$ cat src/design/bffa_pkg.sv
// shared constants, types and helper functions of the bitmap allocator
// no dependencies
package bffa_pkg;

	localparam int BITMAP_BITS = 256;
	localparam int WORD_BITS   = 32;
	localparam int NUM_WORDS   = (BITMAP_BITS + WORD_BITS - 1) / WORD_BITS;
	localparam int WIDX_W      = $clog2(NUM_WORDS);
	localparam int BIT_W       = $clog2(WORD_BITS);

	// field widths fixed by the interface
	localparam int MODE_W = 3;
	localparam int POS_W  = 8;
	localparam int ACT_W  = 9;

	localparam logic [ACT_W-1:0] ACT_RESET = ACT_W'(256);

	typedef logic [WORD_BITS-1:0] word_t;
	typedef logic [WIDX_W-1:0]    widx_t;
	typedef logic [BIT_W-1:0]     boff_t;

	typedef enum logic [MODE_W-1:0] {
		M_TEST       = 3'd0,
		M_FIRST_SET  = 3'd1,
		M_FIRST_ZERO = 3'd2,
		M_LAST_SET   = 3'd3,
		M_LAST_ZERO  = 3'd4
	} mode_t;

	// bitmap write port
	typedef struct packed {
		logic  en;
		widx_t addr;
		word_t data;
	} bm_wr_t;

	// result of one word scan
	typedef struct packed {
		logic  hit;
		boff_t off;
		word_t new_word;
	} scan_res_t;

	// lowest set bit of a nonzero word, binary search over halves
	function automatic boff_t lsb_pos(input word_t v);
		word_t m;
		word_t x;
		boff_t idx;
		x   = v;
		idx = '0;
		for (int lvl = BIT_W - 1; lvl >= 0; lvl--) begin
			m = {WORD_BITS{1'b1}} >> (WORD_BITS - (1 << lvl));
			if ((x & m) == '0) begin
				idx[lvl] = 1'b1;
				x = x >> (1 << lvl);
			end
		end
		return idx;
	endfunction

	// bit reversal of a word
	function automatic word_t rev_word(input word_t v);
		word_t r;
		for (int b = 0; b < WORD_BITS; b++) begin
			r[b] = v[WORD_BITS-1-b];
		end
		return r;
	endfunction

endpackage

$ cat src/design/bffa_stream_if.sv
// request and response channel interfaces of the bitmap allocator
// depends on bffa_pkg
interface bffa_req_if import bffa_pkg::*; ();
	logic              valid;
	logic              ready;
	logic [MODE_W-1:0] mode;
	logic [POS_W-1:0]  bit_index;

	modport source (output valid, output mode, output bit_index, input ready);
	modport sink (input valid, input mode, input bit_index, output ready);
endinterface

interface bffa_rsp_if import bffa_pkg::*; ();
	logic             valid;
	logic             ready;
	logic             found;
	logic [POS_W-1:0] position;
	logic             tested_value;

	modport source (output valid, output found, output position, output tested_value,
		input ready);
	modport sink (input valid, input found, input position, input tested_value,
		output ready);
endinterface

$ cat src/design/bitmap_find_and_flip_allocator.sv
// Bitmap allocator: test a bit, or find the first/last set/clear bit and flip it.
// A test or unused mode gives a registered result after the request beat; a find scans
// one word per cycle through the shared scan unit, up to NUM_WORDS words (8 here).
// One item at a time: a new request is taken only once the last result is committed.
// Reset: bitmap cleared and active_bits set to 256 at once, no clearing pass.
module bitmap_find_and_flip_allocator import bffa_pkg::*; (
	input  logic             clk,
	input  logic             arst_n,
	input  logic             cfg_we,
	input  logic [ACT_W-1:0] cfg_wdata,
	bffa_req_if.sink         req,
	bffa_rsp_if.source       rsp
);

	typedef enum logic [1:0] {
		S_IDLE = 2'b01,
		S_SCAN = 2'b10
	} state_t;

	state_t            state_q;
	logic [ACT_W-1:0]  active_bits_q;
	logic [MODE_W-1:0] mode_q;
	logic [POS_W-1:0]  idx_q;
	logic [ACT_W-1:0]  limit_q;
	widx_t             last_w_q;
	widx_t             w_q;
	logic              upward_q;
	logic              want_q;

	logic              rsp_valid_q;
	logic              found_q;
	logic [POS_W-1:0]  position_q;
	logic              tested_q;

	logic [ACT_W-1:0]  lim_d;
	logic [ACT_W-1:0]  lim_m1;
	widx_t             last_d;
	logic              upward_d;
	logic              accept;
	logic              is_test;
	logic              is_find;
	logic              empty;
	logic [BIT_W:0]    rem;
	word_t             mask;
	widx_t             end_w;
	widx_t             rd_addr;
	word_t             rd_data;
	scan_res_t         scan;
	logic              fin;
	logic              slot_free;
	logic              commit;
	logic              hit_ok;
	bm_wr_t            wr;

	// request decode
	assign accept   = req.valid && req.ready;
	assign req.ready = (state_q == S_IDLE);
	assign lim_d    = (active_bits_q > ACT_W'(BITMAP_BITS)) ? ACT_W'(BITMAP_BITS)
		: active_bits_q;
	assign lim_m1   = lim_d - ACT_W'(1);
	assign last_d   = lim_m1[BIT_W +: WIDX_W];
	assign upward_d = (req.mode == M_FIRST_SET) || (req.mode == M_FIRST_ZERO);

	// scan controls
	assign is_test = (mode_q == M_TEST);
	always_comb begin
		case (mode_q)
			M_FIRST_SET, M_FIRST_ZERO, M_LAST_SET, M_LAST_ZERO: is_find = 1'b1;
			default: is_find = 1'b0;
		endcase
	end
	assign empty   = (limit_q == '0);
	assign rd_addr = is_test ? idx_q[BIT_W +: WIDX_W] : w_q;
	assign end_w   = upward_q ? last_w_q : '0;

	// active mask, partial only in the last active word
	assign rem = (limit_q[BIT_W-1:0] == '0) ? (BIT_W+1)'(WORD_BITS)
		: {1'b0, limit_q[BIT_W-1:0]};
	always_comb begin
		for (int b = 0; b < WORD_BITS; b++) begin
			mask[b] = (w_q != last_w_q) || ((BIT_W+1)'(b) < rem);
		end
	end

	bffa_bitmap u_bitmap (
		.clk     (clk),
		.arst_n  (arst_n),
		.rd_addr (rd_addr),
		.rd_data (rd_data),
		.wr      (wr)
	);

	bffa_scan_unit u_scan (
		.word   (rd_data),
		.mask   (mask),
		.want   (want_q),
		.upward (upward_q),
		.res    (scan)
	);

	// completion and commit
	assign hit_ok    = is_find && !empty && scan.hit;
	assign fin       = !is_find || empty || scan.hit || (w_q == end_w);
	assign slot_free = !rsp_valid_q || rsp.ready;
	assign commit    = (state_q == S_SCAN) && fin && slot_free;

	always_comb begin
		wr.en   = commit && hit_ok;
		wr.addr = w_q;
		wr.data = scan.new_word;
	end

	// sequencer
	always_ff @(posedge clk or negedge arst_n) begin
		if (!arst_n) begin
			state_q <= S_IDLE;
		end else begin
			case (state_q)
				S_IDLE: if (accept) state_q <= S_SCAN;
				S_SCAN: if (commit) state_q <= S_IDLE;
				default: state_q <= S_IDLE;
			endcase
		end
	end

	// item registers and word pointer
	always_ff @(posedge clk) begin
		if (accept) begin
			mode_q   <= req.mode;
			idx_q    <= req.bit_index;
			limit_q  <= lim_d;
			last_w_q <= last_d;
			upward_q <= upward_d;
			want_q   <= (req.mode == M_FIRST_SET) || (req.mode == M_LAST_SET);
			w_q      <= upward_d ? widx_t'(0) : last_d;
		end else if ((state_q == S_SCAN) && !fin) begin
			w_q <= upward_q ? w_q + widx_t'(1) : w_q - widx_t'(1);
		end
	end

	// configuration register
	always_ff @(posedge clk or negedge arst_n) begin
		if (!arst_n) begin
			active_bits_q <= ACT_RESET;
		end else if (cfg_we) begin
			active_bits_q <= cfg_wdata;
		end
	end

	// response register
	always_ff @(posedge clk or negedge arst_n) begin
		if (!arst_n) begin
			rsp_valid_q <= 1'b0;
		end else if (commit) begin
			rsp_valid_q <= 1'b1;
		end else if (rsp.ready) begin
			rsp_valid_q <= 1'b0;
		end
	end

	always_ff @(posedge clk) begin
		if (commit) begin
			found_q    <= hit_ok;
			position_q <= hit_ok ? POS_W'({w_q, scan.off}) : '0;
			tested_q   <= is_test ? rd_data[idx_q[BIT_W-1:0]] : 1'b0;
		end
	end

	assign rsp.valid        = rsp_valid_q;
	assign rsp.found        = found_q;
	assign rsp.position     = position_q;
	assign rsp.tested_value = tested_q;

endmodule

$ cat src/design/bffa_bitmap.sv
// bitmap word store, one combinational read port and one write port
// depends on bffa_pkg
module bffa_bitmap import bffa_pkg::*; (
	input  logic   clk,
	input  logic   arst_n,
	input  widx_t  rd_addr,
	output word_t  rd_data,
	input  bm_wr_t wr
);

	word_t words_q [NUM_WORDS];

	// word storage, cleared at reset
	always_ff @(posedge clk or negedge arst_n) begin
		if (!arst_n) begin
			for (int i = 0; i < NUM_WORDS; i++) begin
				words_q[i] <= '0;
			end
		end else if (wr.en) begin
			words_q[wr.addr] <= wr.data;
		end
	end

	assign rd_data = words_q[rd_addr];

endmodule

$ cat src/design/bffa_scan_unit.sv
// shared word scanner: finds the lowest or highest qualifying bit of one word
// depends on bffa_pkg
module bffa_scan_unit import bffa_pkg::*; (
	input  word_t     word,
	input  word_t     mask,
	input  logic      want,
	input  logic      upward,
	output scan_res_t res
);

	word_t cand;
	boff_t lo_off;
	boff_t hi_off;

	// candidates are bits equal to the wanted value inside the active mask
	assign cand   = (want ? word : ~word) & mask;
	assign lo_off = lsb_pos(cand);
	assign hi_off = BIT_W'(WORD_BITS - 1) - lsb_pos(rev_word(cand));

	// flip the chosen bit
	always_comb begin
		res.hit      = (cand != '0);
		res.off      = upward ? lo_off : hi_off;
		res.new_word = word ^ (word_t'(1) << res.off);
	end

endmodule

$ cat src/flat_wrapper.sv
// flat-port wrapper written by rule: the top's interface ports become plain ports
module bitmap_find_and_flip_allocator_flat import bffa_pkg::*;
  (clk, arst_n, cfg_we, cfg_wdata, req_valid, req_mode, req_bit_index, req_ready, rsp_valid, rsp_found, rsp_position, rsp_tested_value, rsp_ready);
  bffa_req_if req_i ();
  bffa_rsp_if rsp_i ();
  input  logic clk;
  input  logic arst_n;
  input  logic cfg_we;
  input  logic [ACT_W-1:0] cfg_wdata;
  input wire logic [$bits(req_i.valid)-1:0] req_valid;
  input wire logic [$bits(req_i.mode)-1:0] req_mode;
  input wire logic [$bits(req_i.bit_index)-1:0] req_bit_index;
  output wire logic [$bits(req_i.ready)-1:0] req_ready;
  output wire logic [$bits(rsp_i.valid)-1:0] rsp_valid;
  output wire logic [$bits(rsp_i.found)-1:0] rsp_found;
  output wire logic [$bits(rsp_i.position)-1:0] rsp_position;
  output wire logic [$bits(rsp_i.tested_value)-1:0] rsp_tested_value;
  input wire logic [$bits(rsp_i.ready)-1:0] rsp_ready;
  assign req_i.valid = req_valid;
  assign req_i.mode = req_mode;
  assign req_i.bit_index = req_bit_index;
  assign req_ready = req_i.ready;
  assign rsp_valid = rsp_i.valid;
  assign rsp_found = rsp_i.found;
  assign rsp_position = rsp_i.position;
  assign rsp_tested_value = rsp_i.tested_value;
  assign rsp_i.ready = rsp_ready;
  bitmap_find_and_flip_allocator u_core (.clk(clk), .arst_n(arst_n), .cfg_we(cfg_we), .cfg_wdata(cfg_wdata), .req(req_i), .rsp(rsp_i));
endmodule
$ cat config.mk
export PLATFORM = sky130hd
export DESIGN_NAME = bitmap_find_and_flip_allocator_flat
export DESIGN_NICKNAME = d
export VERILOG_FILES = /design/src/design/bffa_pkg.sv /design/src/design/bffa_stream_if.sv /design/src/design/bitmap_find_and_flip_allocator.sv /design/src/design/bffa_bitmap.sv /design/src/design/bffa_scan_unit.sv /design/src/flat_wrapper.sv
export SDC_FILE = /design/constraint.sdc
export NUM_CORES = 1
export LEC_CHECK = 0
export BUFFER_PORTS_ARGS = -buffer_cell sky130_fd_sc_hd__buf_2
export CORE_UTILIZATION = 30
export CTS_CLUSTER_DIAMETER = 40
export DETAILED_ROUTE_END_ITERATION = 8
export PLACE_DENSITY = 0.42
export SLEW_MARGIN = 20
export SYNTH_ARGS = -nofsm -noshare
export SYNTH_HDL_FRONTEND = slang
export SYNTH_SLANG_ARGS = --single-unit
$ cat constraint.sdc
create_clock -name clk -period 10 [get_ports clk]
set_input_delay 1.5 -clock clk [delete_from_list [all_inputs] [get_ports clk]]
set_output_delay 1.5 -clock clk [all_outputs]
set_load 0.1 [all_outputs]
==> key figures <==
Route
  – Initial DRC count: 1589
  – Total DRC errors in the routed layout: 0
  – Number of nets still failing antenna checks after routing: 0
  – DR vias: 17.3k
  – Wire length per cell: 25.1 um
  – Vias per std cell: 5.70
  – Total iterations of the first detailed-routing run: 6
  – WL final: 76200 um

Timing
  – Peak Freq: 122 MHz
  – Setup TNS Final: 0 ns
  – Slew at the pin closest to its max-slew limit: 1.15 ns
  – Worst Hold Margin: 0.479 ns
  – Period Utilization, post-route: 0.818
  – Post-Route Skew: 0.0217 ns
  – Final hold viol count: 0
  – Setup repair after global routing missed its margin: false
  – Total setup violations reported at the end of the flow: 0
  – Time the worst path needs with I/O delays and setup: 8.18 ns
  – Headroom to the max-slew limit: 0.220
  – Max Transition Viols Final: 0

Logic synthesis
  – Synthesis Warnings: 0
  – Most used DFF post-synth: sky130_fd_sc_hd__dfrtp_1
  – Syn Nets: 2121
  – Largest family of logic cells by synthesized area: multiplexers
  – Basic-gate share of the synthesized area counting and, or, nand and nor cells: 0.170
  – Mean instance size in the synthesized netlist: 9.92 um^2
  – Synth top area cells: sky130_fd_sc_hd__dfrtp_1 32%, sky130_fd_sc_hd__mux4_2 8.0%, sky130_fd_sc_hd__mux2i_1 7.7%, sky130_fd_sc_hd__edfxtp_1 5.5%, sky130_fd_sc_hd__nand2_1 5.4%
  – Adder-cell area share of the yosys netlist: 0.000964
  – Register bit total from synthesis: 306
  – FFs w/ async S/R, synth: 0.876
  – Unique cell type count in the Yosys netlist: 108
  – Area fraction in compound gates after synthesis: 0.177
  – Top cell type by total area after synthesis: sky130_fd_sc_hd__dfrtp_1
  – Share of the synthesized area in the top cell type: 0.320
  – Share of synthesized area occupied by flip-flops and latches: 0.378
  – Synth Area in XOR/XNOR: 0.0180
  – Number of enable-type register cells in the synthesized netlist: 38
  – Share of synthesized area spent on multiplexers: 0.197
  – Mapped Area: 20800 um^2
  – Synthesized netlist cell count: 2095

Final layout
  – Fraction of final layout cells sized beyond drive strength 1: 0.207
  – Most frequent cells in the layout: 291 x sky130_fd_sc_hd__nand2_1, 266 x sky130_fd_sc_hd__dfrtp_1, 159 x sky130_fd_sc_hd__mux2i_1
  – Area growth from synthesis to layout: 14.7%
  – Net count, final: 2081
  – Filler cells: 6909
  – Core occupancy in the finished layout: 0.348
  – Final cell count without fillers: 3036
  – Multi-input gate area: 11800 um^2
  – FF/Latch Area: 7850 um^2
  – Commonest non-fill, non-tap cell in the layout: sky130_fd_sc_hd__nand2_1
  – Inserted Diodes: 0

Clocking
  – PostCTS Resize Cnt: 0
  – Clk root buf: sky130_fd_sc_hd__clkbuf_16
  – H-Tree Depth: 3
  – Post-CTS setup-driven buffer insertion count: 0
  – CTS Buf Count: 66
  – Number of sinks driven by the clock tree: 306
  – Clk Latency, worst-skew pair: 0.60 ns
  – Clock buffer depth: 3
  – Hold-fix buffers, CTS: 0
  – Clk pin slew, worst setup/hold paths: 0.05 ns
  – Clock tree from TritonCTS: done

Pwr
  – Power per cell area: 292 nW/um^2
  – Reported leakage power: 9.60 nW
  – Worst ir drop on vdd: 0.168 mV

Global route
  – Global-route wire length before repair: 114000 um
  – Overflow left after global routing: 0
  – Via count of the first global-routing pass: 17.1k
  – Antenna violations before repair: 4
  – Maximum number of pins on one net before global-route repair: 134
  – Overall routing resource usage: 0.218

Critical path
  – Origin of the worst setup path: u_core.mode_q[2]
  – Top delay family on crit path: simple AND/OR/NAND/NOR gates
  – CP Cell Sequence: or4b_1, nand2_2, a21oi_1, nor4_4, mux2i_1, nand4_2, nor2_2, nand2_1, o311a_1, o21ai_0, a221o_1, nand3_1, nor3_2, o31ai_1
  – Slowest stage delay, CP: 1.04 ns
  – RR Startpoint: u_core.mode_q[2]
  – Endpoint kind of the worst setup timing path: register
  – Slowest CP cell: sky130_fd_sc_hd__or4b_1
  – Critical path launch point type: register
  – Required @ worst endpoint: 10.45 ns
  – Worst Path Buf+Inv: 0
  – Worst Path Max Fanout: 24
  – Kind of critical path: reg -> reg
  – Arr. time, crit path: 8.63 ns

Job
  – Max capacitance violation total: 0

Placed design
  – Final weighted congestion in routability-driven placement: 0.944
  – Placed wire-length estimate after detailed placement: 49200 um
  – # port buffers: 36
  – Number of placed instances with taps included: 2918

Worst hold path
  – Worst hold path class: reg -> reg
  – Critical hold path startpoint: u_core.u_bitmap.words_q[223]

Floorplanning
  – Floorplan die height: 265 um
  – Die Width: 265 um
  – Number of placement rows: 96
  – Die Area: 70300 um^2
  – Top-Level Pins: 37
  – Core Footprint: 68600 um^2
  – Starting density of the core: 0.303

Outcome
  – Outcome: finished, final reports clean
## state kept, by name, indices dropped and copies added, names as in the netlist
signal / cells
u_core.u_bitmap.words_q: 256
u_core.active_bits_q: 9
u_core.limit_q: 9
u_core.idx_q: 8
u_core.rsp.position: 8
u_core.last_w_q: 3
u_core.mode_q: 3
u_core.w_q: 3
u_core.state_q: 2
u_core.rsp.found: 1
u_core.rsp.tested_value: 1
u_core.rsp.valid: 1
u_core.upward_q: 1
u_core.want_q: 1
## path summary, 6_finish.rpt
check                                                    end  slack [ns]  cells after the start
min in group asynchronous       u_core.u_bitmap.words_q[124]        0.94                      1
worst min register to register  u_core.u_bitmap.words_q[223]        0.48                      2
max in group asynchronous        u_core.u_bitmap.words_q[59]        7.77                      2
worst max register to register  u_core.u_bitmap.words_q[164]        1.82                     14
worst max-delay path            u_core.u_bitmap.words_q[164]        1.82                     14
worst min-delay path            u_core.u_bitmap.words_q[223]        0.48                      2
## per-stage QoR
stage | power, mW | area, um^2 | setup WS (ns)
floorplan | 3.77 | 20800 | 4.87
global route | 7.30 | 23800 | 1.35
CTS | 6.99 | 23800 | 1.79
global placement | 4.69 | 21500 | 2.01
finish | 6.96 | 23800 | 1.82
detailed placement | 4.71 | 21600 | 1.79
## kinds of logic (layout without fill, tap and decap cells)
family                   after synthesis  after routing
AND/OR/NAND/NOR                      709            709
XOR/XNOR                              41             41
AO/OA/AOI/OAI                        516            516
multiplexers                         307            307
flip-flops                           306            306
buffers and inverters                215            225
adder cells (fa/ha/maj)                1              1
## worst reg2reg max path, cell delays in order, from the launching register on
cell                       delay [ns]
sky130_fd_sc_hd__edfxtp_1        0.69
sky130_fd_sc_hd__or4b_1          1.04
sky130_fd_sc_hd__nand2_2         0.67
sky130_fd_sc_hd__a21oi_1         0.24
sky130_fd_sc_hd__nor4_4          0.81
sky130_fd_sc_hd__mux2i_1         0.54
sky130_fd_sc_hd__nand4_2         0.36
sky130_fd_sc_hd__nor2_2          0.40
sky130_fd_sc_hd__nand2_1         0.21
sky130_fd_sc_hd__o311a_1         0.39
sky130_fd_sc_hd__o21ai_0         0.26
sky130_fd_sc_hd__a221o_1         0.70
sky130_fd_sc_hd__nand3_1         0.87
sky130_fd_sc_hd__nor3_2          0.71
sky130_fd_sc_hd__o31ai_1         0.15
## metal layers
metal  global-route usage  vias up  wire [um]
met5                    0        -          0
met4               0.0697        0       2130
met3               0.0387      123       3970
met2                0.339      526      34500
met1                0.305     8847      35600
li1                     -     7822          -
## Yosys cell counts, types with 5 or more instances
library cell and instances:
sky130_fd_sc_hd__nand2_1 297, sky130_fd_sc_hd__dfrtp_1 266, sky130_fd_sc_hd__mux2i_1 159, sky130_fd_sc_hd__nor2_1 133
sky130_fd_sc_hd__o21ai_0 105, sky130_fd_sc_hd__a22oi_1 96, sky130_fd_sc_hd__clkbuf_1 83, sky130_fd_sc_hd__nor3_1 76
sky130_fd_sc_hd__mux4_2 74, sky130_fd_sc_hd__mux2_2 73, sky130_fd_sc_hd__o31ai_1 60, sky130_fd_sc_hd__a21oi_1 52
sky130_fd_sc_hd__edfxtp_1 38, sky130_fd_sc_hd__nand3_1 38, sky130_fd_sc_hd__xnor2_1 33, sky130_fd_sc_hd__nor2b_1 31
sky130_fd_sc_hd__a211oi_1 29, sky130_fd_sc_hd__buf_6 29, sky130_fd_sc_hd__buf_2 27, sky130_fd_sc_hd__o21ai_1 25
sky130_fd_sc_hd__buf_4 24, sky130_fd_sc_hd__inv_1 21, sky130_fd_sc_hd__nor4b_1 20, sky130_fd_sc_hd__buf_1 19
sky130_fd_sc_hd__or4_1 16, sky130_fd_sc_hd__o211ai_1 15, sky130_fd_sc_hd__or3_1 13, sky130_fd_sc_hd__a221oi_1 12
sky130_fd_sc_hd__o22ai_1 12, sky130_fd_sc_hd__or2_2 12, sky130_fd_sc_hd__and3_1 11, sky130_fd_sc_hd__o21a_1 10
sky130_fd_sc_hd__o31ai_2 9, sky130_fd_sc_hd__a31oi_1 8, sky130_fd_sc_hd__nand4_1 7, sky130_fd_sc_hd__nor3_2 7
sky130_fd_sc_hd__and2_1 6, sky130_fd_sc_hd__nor4_1 6, sky130_fd_sc_hd__o211a_1 6, sky130_fd_sc_hd__xor2_1 6
sky130_fd_sc_hd__a311oi_1 5, sky130_fd_sc_hd__nor4_2 5, sky130_fd_sc_hd__nor4_4 5
## cell type report
class | count | area share
multi-input combinational | 1574 | 0.496
sequential | 306 | 0.329
clock buffer | 90 | 0.0812
tap | 931 | 0.0489
timing repair buffer | 86 | 0.0272
clock inverter | 28 | 0.0140
inverter | 21 | 0.00331
## where the power goes
group | total [mW] | internal [mW] | switching (mW)
clock network | 2.23 | 1.48 | 0.744
logic | 2.96 | 0.951 | 2.01
registers | 1.77 | 1.54 | 0.226
Power figures use the tool's default switching activity.
